File: src/design/sacl_pkg.sv
// ----------------------------------------------------------------------------
// sacl_pkg
// Shared constants, types and codes of the set-associative LRU tag store.
// ----------------------------------------------------------------------------
`default_nettype none

package sacl_pkg;

   localparam int SET_BITS     = 8;
   localparam int WAY_BITS     = 2;
   localparam int NUM_SETS     = 1 << SET_BITS;
   localparam int NUM_WAYS     = 1 << WAY_BITS;
   localparam int WAY_IDX_BITS = (WAY_BITS > 0) ? WAY_BITS : 1;

   localparam int ADDR_BITS    = 48;
   localparam int WORD_BITS    = 64;
   localparam int STAMP_BITS   = 64;
   localparam int MODE_BITS    = 2;
   localparam int OUTCOME_BITS = 3;
   localparam int WAY_OUT_BITS = 2;
   localparam int SET_OUT_BITS = 8;

   // cache kinds
   localparam logic KIND_INSN = 1'b0;
   localparam logic KIND_DATA = 1'b1;

   // request modes; bit 1 set means clear
   localparam logic [MODE_BITS-1:0] MODE_WRITE = 2'd1;
   localparam int MODE_CLEAR_BIT = 1;

   // CSR map: register index sits at paddr[2]
   localparam int CSR_ADDR_BITS = 3;
   localparam int CSR_DATA_BITS = 32;
   localparam int CSR_IDX_BIT   = 2;
   localparam logic CSR_IDX_CACHE_KIND = 1'b0;

   typedef enum logic [OUTCOME_BITS-1:0] {
      OUT_READ_HIT     = 3'd0,
      OUT_HIT_REPLACED = 3'd1,
      OUT_FILLED       = 3'd2,
      OUT_EVICTED      = 3'd3,
      OUT_READ_MISS    = 3'd4,
      OUT_CLEARED      = 3'd5
   } outcome_type;

   typedef enum logic {
      ST_IDLE,
      ST_EXEC
   } state_type;

   typedef struct packed {
      logic                  valid;
      logic [ADDR_BITS-1:0]  tag;
      logic [WORD_BITS-1:0]  word;
      logic [STAMP_BITS-1:0] stamp;
   } way_entry_type;

   typedef way_entry_type [NUM_WAYS-1:0] row_type;

   // way selection results for one set
   typedef struct packed {
      logic                    ins_found;
      logic                    ins_hit;
      logic [WAY_IDX_BITS-1:0] ins_way;
      logic                    rd_hit;
      logic [WAY_IDX_BITS-1:0] rd_way;
      logic [WAY_IDX_BITS-1:0] victim;
   } pick_type;

endpackage

`default_nettype wire

File: src/design/sacl_way_pick.sv
// ----------------------------------------------------------------------------
// sacl_way_pick
// Per-set way selection: insert target, read hit way and LRU victim.
// ----------------------------------------------------------------------------
`default_nettype none

module sacl_way_pick
   import sacl_pkg::*;
(
   input  row_type              row,
   input  logic [ADDR_BITS-1:0] tag,
   output pick_type             pick
);

   logic [NUM_WAYS-1:0]   match;
   logic [STAMP_BITS-1:0] oldest;

   always_comb begin
      pick   = '0;
      oldest = row[0].stamp;
      for (int w = 0; w < NUM_WAYS; w++) begin
         match[w] = row[w].valid && (row[w].tag == tag);
      end
      // descending scan so the lowest qualifying way wins
      for (int w = NUM_WAYS - 1; w >= 0; w--) begin
         if (match[w] || !row[w].valid) begin
            pick.ins_found = 1'b1;
            pick.ins_hit   = match[w];
            pick.ins_way   = WAY_IDX_BITS'(w);
         end
         if (match[w]) begin
            pick.rd_hit = 1'b1;
            pick.rd_way = WAY_IDX_BITS'(w);
         end
      end
      // strict less-than keeps ties on the lower way
      for (int w = 1; w < NUM_WAYS; w++) begin
         if (row[w].stamp < oldest) begin
            oldest      = row[w].stamp;
            pick.victim = WAY_IDX_BITS'(w);
         end
      end
   end

endmodule

`default_nettype wire

File: config.mk
export PLATFORM = sky130hd
export DESIGN_NAME = sacl_way_pick
export DESIGN_NICKNAME = d
export VERILOG_FILES = /design/src/design/sacl_pkg.sv /design/src/design/sacl_way_pick.sv
export SDC_FILE = /design/constraint.sdc
export NUM_CORES = 1
export LEC_CHECK = 0
export BUFFER_PORTS_ARGS = -buffer_cell sky130_fd_sc_hd__buf_2
export CAP_MARGIN = 20
export CELL_PAD_IN_SITES_DETAIL_PLACEMENT = 0
export CELL_PAD_IN_SITES_GLOBAL_PLACEMENT = 1
export CORE_AREA = 2 2 299 301
export DETAILED_ROUTE_END_ITERATION = 7
export DIE_AREA = 0 0 301 303
export GPL_TIMING_DRIVEN = 0
export PLACE_DENSITY = 0.35
export SLEW_MARGIN = 20
export SYNTH_ARGS = -nofsm -noshare
export SYNTH_HDL_FRONTEND = slang
export SYNTH_SLANG_ARGS = --single-unit
File: constraint.sdc
create_clock -name vclk -period 11.3
set_input_delay 1.695 -clock vclk [all_inputs]
set_output_delay 1.695 -clock vclk [all_outputs]
set_load 0.1 [all_outputs]
# Yosys cells after proc, flatten, opt, wreduce, memory -nomap -nowiden
# Cells that the tools add are included.
# totals
register_bits	0
latch_bits	0
ramBits	0
mem_bits_ro	0
in_bits	756
out_inout_bits	9
word_cells	32
n_memories	0
# op_classes
n_addsub	0
multipliers	0
div	0
n_lt_le_gt_ge	3
n_eq_ne	4
shift	0
mux	13
bitwise	0
reduce_logical	12
# ops
cell	n
equality test 48 bit	4
less-than comparator 64 bit	3
two-way mux 64 bit	2
two-way mux 4 bit	4
two-way mux 3 bit	4
logical AND 1 bit	4
logical NOT 1 bit	4
logical OR 1 bit	4
two-way mux 2 bit	2
two-way mux 1 bit	1

# Longest topological paths before layout
# Gate-level depths: netlist of run 1.
# logic_depth
word_depth	7
mapped_depth	34
depth_no_buf	30

# Worst setup path before layout of run 1
# OpenSTA, ideal clock, no wires.
# synth_timing
path_type	input to output
start	input port row[41] (netlist name)
end	output port pick[0] (netlist name)
arrival_ps	9562
required_ps	9605
setup_slack_ps	43
path_stages	34
n_path_buf	4
cell_sequence	inv_1 ha_1 a21o_1 a21o_1 a221oi_1 o21ai_0 a31oi_1 and2_4 buf_2 buf_2 nor2_1 a21oi_1 ha_1 a21o_1 a21o_1 a2111oi_0 o22a_1 nand3_1 nor2_1 nand3_1 o22ai_2 buf_6 buf_6 mux2_4 ha_1 a21oi_1 o22ai_1 o21a_1 o21ai_0 a32oi_1 or4_1 a2111o_1 a41o_1 o22ai_1
# synth_rtl
item	line	text
start: declaration	sacl_way_pick.sv:10	input row_type row,
end: declaration	sacl_way_pick.sv:12	output pick_type pick

==> key figures, run 1 <==
Critical path
  • Critical path type: input pin to primary output
  • Most used cell, CP: buf_4
  • CP startpoint: row[202]
  • CP Max Fanout: 2
  • Crit path DAT: 9.50 ns
  • Setup crit end kind: primary output
  • Slowest CP cell: nor4_4
  • CP max stage delay: 0.28 ns
  • Critical Path Start Type: input pin
  • Worst Path Required: 9.61 ns

Logic synthesis
  • Post-Synth Adder-Cell Area: 27.83%
  • Simple-gate share of the synthesized area: 17.30%
  • Synthesized cell area: 8497 um^2
  • Sequential area share after synthesis: 0%
  • Mean post-synth cell area: 7.580 um^2
  • Largest family of logic cells by synthesized area: adder cells
  • Distinct cells, synth: 54
  • XOR/XNOR Fraction of Synth Area: 19.79%
  • Syn. warnings: 0
  • Mux contribution to synthesized area: 10.47%
  • Cell count after synthesis: 1,121
  • Compound-Gate Fraction of Synth Area: 16.95%
  • Net Count, Synth: 2,066

Routing
  • Routed length per instance: 22.53 um
  • Post-route ant nets: 0
  • 1st-iter DRT viols: 332
  • First-pass DRT Iterations: 4
  • DR vias: 10.71k
  • Drt drc: 0
  • Final wirelength: 64,850 um
  • Vias/cell: 3.720

Floorplan
  • Die X-Extent: 301 um
  • Die outline area: 91,200 um^2
  • Initial Utilization: 9.659%
  • Die Span Y: 303 um
  • Num rows: 109
  • Top-Level Pins: 765
  • Core area: 87,970 um^2

Final layout
  • Layout cells sized above 1: 44.59%
  • Area grow syn2layout: 63.17%
  • Storage cell area: 0 um^2
  • Most common cell after layout, fill and taps aside: buf_2
  • Final net count: 2,649
  • Commonest non-fill, non-tap cells in the layout: buf_2, ha_1, inv_1, xor2_1, xnor2_1
  • CLK BUF: 0
  • Final Non-Filler Cells: 2,878
  • Seq_cells: 0

Placement
  • I/O Buffers: 509
  • Placed cells: 2,795
  • Dpl hpwl: 59,760 um
  • GPL Wtd Cong: 0.8662
  • DP Worst Slack: -2.236 ns

Timing
  • Final Max Tran Viols: 0
  • Period utilisation layout: 99.07%
  • Peak Freq: 0.08933 GHz
  • Finish-stage setup viols: 0
  • Crit path time final: 11.19 ns
  • Fin worst setup slack: 0.1054 ns
  • Worst slew pin tran: 1.090 ns
  • Rel. slew slack: 26.64%
  • Final hold viol count: 0

Run status
  • Status: finished, final reports clean

Min path
  • Worst hold start: row[176]
  • Worst Hold Class: input pin to primary output

Global route
  • Total track usage: 13.51%
  • Number of global-route vias before repair: 11.44k
  • Largest net degree at the start of global routing: 11
  • Initial antenna violation count: 39
  • Global-route wire length before repair: 86,660 um
  • Grt total ovfl: 0

Power
  • LEAKAGE: 0.006738 uW
  • VDD IR-drop max: 0.02483 mV
  • Pwr dens: 61.22 nW/um^2

Job
  • Max_cap viols: 0
critical path, delay by kind of cell:
family / cells / cell delay (ns)
simple gates: 3 / 0.52
fa+ha+maj: 1 / 0.26
compound gates: 6 / 1.01
buf+inv: 47 / 5.96
cell families (layout without fill, tap and decap cells):
kind of cell,after synthesis,in the layout
compound gates,233,233
other cells,0,11
xor+xnor,192,192
simple gates,291,292
buf+inv,153,733
fa+ha+maj,189,189
mux,63,63
worst paths after layout:
path	endpoint	slack [ns]	cells past startpoint
worst max-delay path	pick[0]	0.11	57
worst min-delay path	pick[7]	3.94	3
final cells by class:
class	count	area (um^2)
diodes	11	27.53
plain buffers	20	279.0
fillers	10170	74100
inverters	132	500.5
multi-input cells	969	8458
well taps	1165	1458
repair buffers	581	3142
per-layer routing:
layer | GRT usage (%) | vias to the layer above | share of wire (%)
met1 | 15.34 | 4916 | 38
met5 | 0 | - | 0.34
met2 | 25.99 | 440 | 52
met3 | 2.936 | 83 | 8.2
li1 | - | 5233 | -
met4 | 2.026 | 34 | 2.1
stage by stage:
| step | utilization [%] | setup TNS, ns | instance area (um^2) | power, uW | hold slack (ns) |
|---|---|---|---|---|---|
| floorplan | - | 0 | 8497 | 444.7 | 3.819 |
| global placement | 14.21 | -4.284 | 12500 | 762.9 | 3.950 |
| detailed placement | 14.23 | -4.463 | 12510 | 764.9 | 3.949 |
| CTS | 14.99 | 0 | 13190 | 808.2 | 3.950 |
| global route | 15.74 | -0.1446 | 13840 | 938.3 | 3.952 |
| finish | 15.76 | 0 | 13860 | 848.8 | 3.942 |
Yosys cell counts, types with 2 or more instances:
library cell    n  share of area, %
xor2_1         96               9.9
o211ai_1        3              0.27
a221oi_1        4              0.41
inv_1         132               5.8
o21ai_0        34               2.0
nor3_1         11              0.65
and3_1          2              0.15
a31oi_1         8              0.59
o21bai_1        2              0.18
a211oi_1        9              0.80
a211o_1         2              0.21
nor4_1         32               2.4
and4_1          3              0.31
a41oi_1         2              0.21
nand2_1        41               1.8
a21oi_1       112               6.6
ha_1          189                28
mux2_2         15               2.0
a21o_1         28               2.5
or4_1           2              0.18
o21a_1          7              0.62
nand4_1        68               5.0
nand2b_1        6              0.44
mux2_4         48               8.5
nor3b_1         3              0.27
buf_6           6              0.80
o221ai_1        3              0.31
nor2_1         96               4.2
buf_2          10              0.59
xnor2_1        96               9.9
nand3_1        19               1.1
or2_2           2              0.15
a2111o_1        4              0.53
o22ai_1         2              0.15
buf_4           5              0.44
timing repair:
action,CTS,global route
pin swaps,8,48
setup buffers,52,21
endpoints found under the setup margin,2,2
gates cloned,1,1
resized for setup,64,103
endpoints found under the hold margin,0,0
hold buffers,0,0
report_power, final:
part	switching (uW)	internal, uW	leakage (uW)
Combinational	455	394	0.00674
Clock	0	0.000133	0.0000000697
Sequential	0	0	0
Power figures use the tool's default switching activity.
==> inputs of run 2 (changes only) <==
Settings changed: ABC_AREA set to 1, CORE_AREA 2 2 299 301 to 2 2 297 299, DIE_AREA 0 0 301 303 to 0 0 299 301, PLACE_DENSITY 0.35 to 0.36.
==> run 2 against run 1 <==
  * Routed wire length shrank 11%
  * Design area fell by 13%
  * Sequential share of layout area unchanged
  * Combinational power down 21%
  * Area after synthesis down 5.4%
  * Critical endpoint unchanged
  * Largest power group unchanged
==> key figures, run 2 <==
Logic synthesis
  • Net Count, Synth: 2,209
  • Mean post-synth cell area: 6.358 um^2
  • Post-synth top area cell: ha_1
  • Synth top cells by count: nand2_1, ha_1, o21ai_0
  • Count leader, synth: nand2_1
  • Cell count after synthesis: 1,264
  • Distinct cells, synth: 43
  • Syn. warnings: 0
  • Synthesized cell area: 8036 um^2
  • Sequential area share after synthesis: 0%
  • Synth top area cells: ha_1, xnor2_1, nand2_1
  • Share of the synthesized area in the top cell type: 29.43%

Final layout
  • CLK BUF: 0
  • # fillers: 10.27k
  • Area grow syn2layout: 49.23%
  • Storage cell area: 0 um^2
  • Final net count: 2,701
  • Fin area: 11,990 um^2
  • Layout cells sized above 1: 30.62%
  • Commonest non-fill, non-tap cells in the layout: buf_2, nand2_1, ha_1, o21ai_0, xnor2_1
  • Seq_cells: 0
  • Most common cell after layout, fill and taps aside: buf_2

Critical path
  • Number of cells on the critical path: 41
  • Slowest CP cell: nor4b_4
  • Worst Path Required: 9.61 ns
  • CP Capture Point: pick[0]
  • CP Max Fanout: 10
  • CP max stage delay: 0.40 ns
  • Critical path type: input pin to primary output
  • Critical Path Start Type: input pin
  • Buffers & Inverters on Critical Path: 8
  • Largest delay share family, worst path: simple AND/OR/NAND/NOR gates
  • Setup crit end kind: primary output
  • Most used cell, CP: nand2_1
  • CP startpoint: row[2]
  • Crit path DAT: 8.89 ns

Routing
  • DR vias: 10.57k
  • Top layer in use: met5
  • Final wirelength: 57,750 um
  • Post-route ant nets: 0
  • Met1 wire length: 23,790 um
  • Routed length per instance: 19.82 um
  • Vias/cell: 3.628
  • Drt drc: 0
  • Met2 WL: 27,290 um
  • First-pass DRT Iterations: 5
  • 1st-iter DRT viols: 338
  • Met3 WL: 4921 um

Global route
  • Grt total ovfl: 0
  • Largest net degree at the start of global routing: 20
  • Number of global-route vias before repair: 11.19k
  • Global-route wire length before repair: 79,960 um
  • Initial antenna violation count: 37
  • Total track usage: 12.32%

Power
  • Pwr dens: 55.75 nW/um^2
  • LEAKAGE: 0.005782 uW
  • Total power: 668.5 uW
  • VDD IR-drop max: 0.02563 mV

Timing
  • Setup TNS Final: 0 ns
  • Fin worst setup slack: 0.7127 ns
  • Final hold viol count: 0
  • Final Max Tran Viols: 0
  • Finish-stage setup viols: 0
  • Worst hold margin: 3.896 ns
  • Worst slew pin tran: 1.095 ns
  • Peak Freq: 0.09445 GHz
  • Unrepaired setup endpoints after global routing: false
  • Crit path time final: 10.59 ns
  • Period utilisation layout: 93.69%
  • Rel. slew slack: 26.35%

Floorplan
  • Top-Level Pins: 765
  • Die Span Y: 301 um
  • Num rows: 108
  • Die X-Extent: 299 um
  • Die outline area: 90,000 um^2
  • Initial Utilization: 9.293%
  • Core area: 86,480 um^2

Run status
  • Status: finished, final reports clean

Job
  • Max_cap viols: 0

Min path
  • Worst Hold Class: input pin to primary output
  • Worst hold start: row[176]

Placement
  • Dpl hpwl: 54,730 um
  • GPL Wtd Cong: 0.8603
  • I/O Buffers: 491
  • Placed Area: 11,950 um^2
  • DP Worst Slack: -0.9055 ns

Clock tree
  • Cts-stage hold buffer count: 0
==> run 2: worst min-delay path by stage <==
stage	to	slack, ns	cells after the start
after floorplan	pick[7]	3.78	2
after global placement	pick[7]	3.90	4
after detailed placement	pick[7]	3.90	4
after CTS	pick[7]	3.90	4
after global routing	pick[7]	3.93	4
final	pick[7]	3.90	4
==> run 2: cells by family after synthesis <==
group	synth area share [%]
AOI/OAI and AO/OA	17.95
xor gates and xnor gates	18.09
adders and majority gates	29.43
buffers and inverters	7.177
and+or+nand+nor	27.35
==> run 2: where the power goes <==
group | switching (uW) | internal [uW]
combinational | 411 | 257
clock | 0 | 0.0000496
sequential | 0 | 0
total | 411 | 257
==> run 2: layout make-up <==
class / count / area (um^2) / share of cell area, %
Multi-Input combinational cell: 1111 / 7485 / 62.41
Buffer: 44 / 185.2 / 1.544
Antenna cell: 4 / 10.01 / 0.08346
Inverter: 108 / 405.4 / 3.380
Timing Repair Buffer: 491 / 2462 / 20.53
Tap cell: 1155 / 1445 / 12.05
==> run 2: what timing repair did <==
item                                    in CTS  in global routing
cloned                                       0                  0
setup buffers                                0                  0
gates resized for setup                      7                 16
pin swaps                                    0                  0
endpoints found under the setup margin       2                  2
==> run 2: per-layer routing <==
layer | track usage, % | up-vias
met2 | 22.12 | 498
li1 | - | 5339
met1 | 14.43 | 4633
met4 | 2.488 | 26
met5 | 0 | -
met3 | 3.622 | 72
==> run 2: stage by stage <==
stage / utilization, % / cells
after floorplan: - / 1264
after global placement: 13.81 / 2910
after detailed placement: 13.81 / 2910
after CTS: 13.83 / 2909
after global routing: 13.86 / 2909
final: 13.87 / 2913
==> inputs of run 3 (changes only) <==
Settings changed: RECOVER_POWER set to 50, REMOVE_ABC_BUFFERS set to 1.
==> run 3 against run 2 <==
  * Via count down 2.3%
  * Worst setup slack better by 0.14 ns
  * Global-route usage down 0.89 points
  * Die area unchanged
  * Fmax up 1.3%
  * Flip-flop and latch count unchanged
  * First-iteration DRC count down 5.0%
  * Count of clock-buffer cells in the layout unchanged
  * Total power down 3.0%
  * Combinational power down 3.0%
  * Largest cell class unchanged
  * Largest power group unchanged
==> key figures, run 3 (synthesized netlist as in run 2, its figures left out) <==
Run status
  • Status: finished, final reports clean

Final layout
  • Most common cell after layout, fill and taps aside: buf_2
  • Commonest non-fill, non-tap cells in the layout: buf_2, nand2_1, ha_1, o21ai_0, xnor2_1
  • CLK BUF: 0
  • Final net count: 2,677
  • Layout cells sized above 1: 31.50%
  • Storage cell area: 0 um^2
  • Seq_cells: 0
  • Final Non-Filler Cells: 2,897
  • Area grow syn2layout: 49.24%
  • # fillers: 10.24k

Placement
  • GPL Wtd Cong: 0.8956
  • DP Worst Slack: -0.9345 ns
  • I/O Buffers: 509
  • Placed cells: 2,884
  • Dpl hpwl: 50,980 um

Floorplan
  • Die X-Extent: 299 um
  • Initial Utilization: 9.293%
  • Core area: 86,480 um^2
  • Die outline area: 90,000 um^2
  • Die Span Y: 301 um
  • Top-Level Pins: 765
  • Num rows: 108

Routing
  • 1st-iter DRT viols: 321
  • Post-route ant nets: 0
  • First-pass DRT Iterations: 5
  • Routed length per instance: 18.67 um
  • Drt drc: 0
  • Vias/cell: 3.565
  • DR vias: 10.33k
  • Final wirelength: 54,080 um

Job
  • Max_cap viols: 0

Min path
  • Worst Hold Class: input pin to primary output
  • Hold path depth: 4
  • Worst hold start: row[176]
  • Hold Path End: pick[7]

Power
  • LEAKAGE: 0.005769 uW
  • Total power: 648.8 uW
  • Pwr dens: 54.09 nW/um^2
  • VDD IR-drop max: 0.02558 mV

Critical path
  • CP startpoint: row[59]
  • Slowest CP cell: a21oi_1
  • CP Max Fanout: 70
  • Buffers & Inverters on Critical Path: 4
  • Critical path type: input pin to primary output
  • Worst Path Required: 9.61 ns
  • Critical Path Start Type: input pin
  • Most used cell, CP: nand2_1
  • Crit path DAT: 8.75 ns
  • Largest delay share family, worst path: compound AO/OA/AOI/OAI gates
  • Setup crit end kind: primary output
  • CP max stage delay: 0.52 ns

Timing
  • Rel. slew slack: 20.43%
  • Worst hold margin: 3.892 ns
  • Finish-stage setup viols: 0
  • Fin worst setup slack: 0.8511 ns
  • Worst slew pin tran: 1.199 ns
  • Final Max Tran Viols: 0
  • Final hold viol count: 0
  • Period utilisation layout: 92.47%
  • Crit path time final: 10.45 ns
  • Peak Freq: 0.09570 GHz
  • Unrepaired setup endpoints after global routing: false

Global route
  • Grt total ovfl: 0
  • Number of global-route vias before repair: 10.71k
  • Largest net degree at the start of global routing: 71
  • Global-route wire length before repair: 74,580 um
  • Total track usage: 11.43%
  • Initial antenna violation count: 31

Clock tree
  • Cts-stage hold buffer count: 0
  • Setup Buffers After CTS: 0
## run 3: how the worst max path moves through the flow
stage,end,slack (ns),cells past startpoint
global route,pick[1],0.02,33
global placement,pick[1],-4.03,31
detailed placement,pick[1],-0.93,33
floorplan,pick[0],1.20,29
CTS,pick[1],0.02,33
finish,pick[1],0.85,31
## run 3: report_power, final
part | internal, uW | switching, uW
Clock | 0.000142 | 0
Combinational | 255 | 394
Sequential | 0 | 0
## run 3: metal layers
metal | track usage, % | wire, um | share of wire [%]
met5 | 0 | 271 | 0.50
met4 | 1.286 | 781 | 1.4
met3 | 3.175 | 4070 | 7.5
met2 | 22.00 | 27680 | 51
met1 | 12.72 | 21280 | 39
## run 3: cell type report
class                           count  area (um^2)  area share (%)
Inverter                          108        405.4           3.380
Antenna cell                       12        30.03          0.2504
Tap cell                         1155         1445           12.05
Multi-Input combinational cell   1112         7543           62.89
Timing Repair Buffer              510         2570           21.43
## run 3: what timing repair did
item                                    in CTS  in global routing
endpoints found under the setup margin       2                  2
pin swaps                                    1                  0
cloned                                       1                  0
gates resized for setup                     10                  3
## run 3: stage by stage
stage / cell area [um^2] / util [%] / TNS, ns
finish: 11990 / 13.87 / 0
global route: 11970 / 13.85 / 0
CTS: 11950 / 13.82 / 0
detailed placement: 11910 / 13.77 / -1.805
global placement: 11860 / 13.71 / -7.917
floorplan: 7865 / - / 0
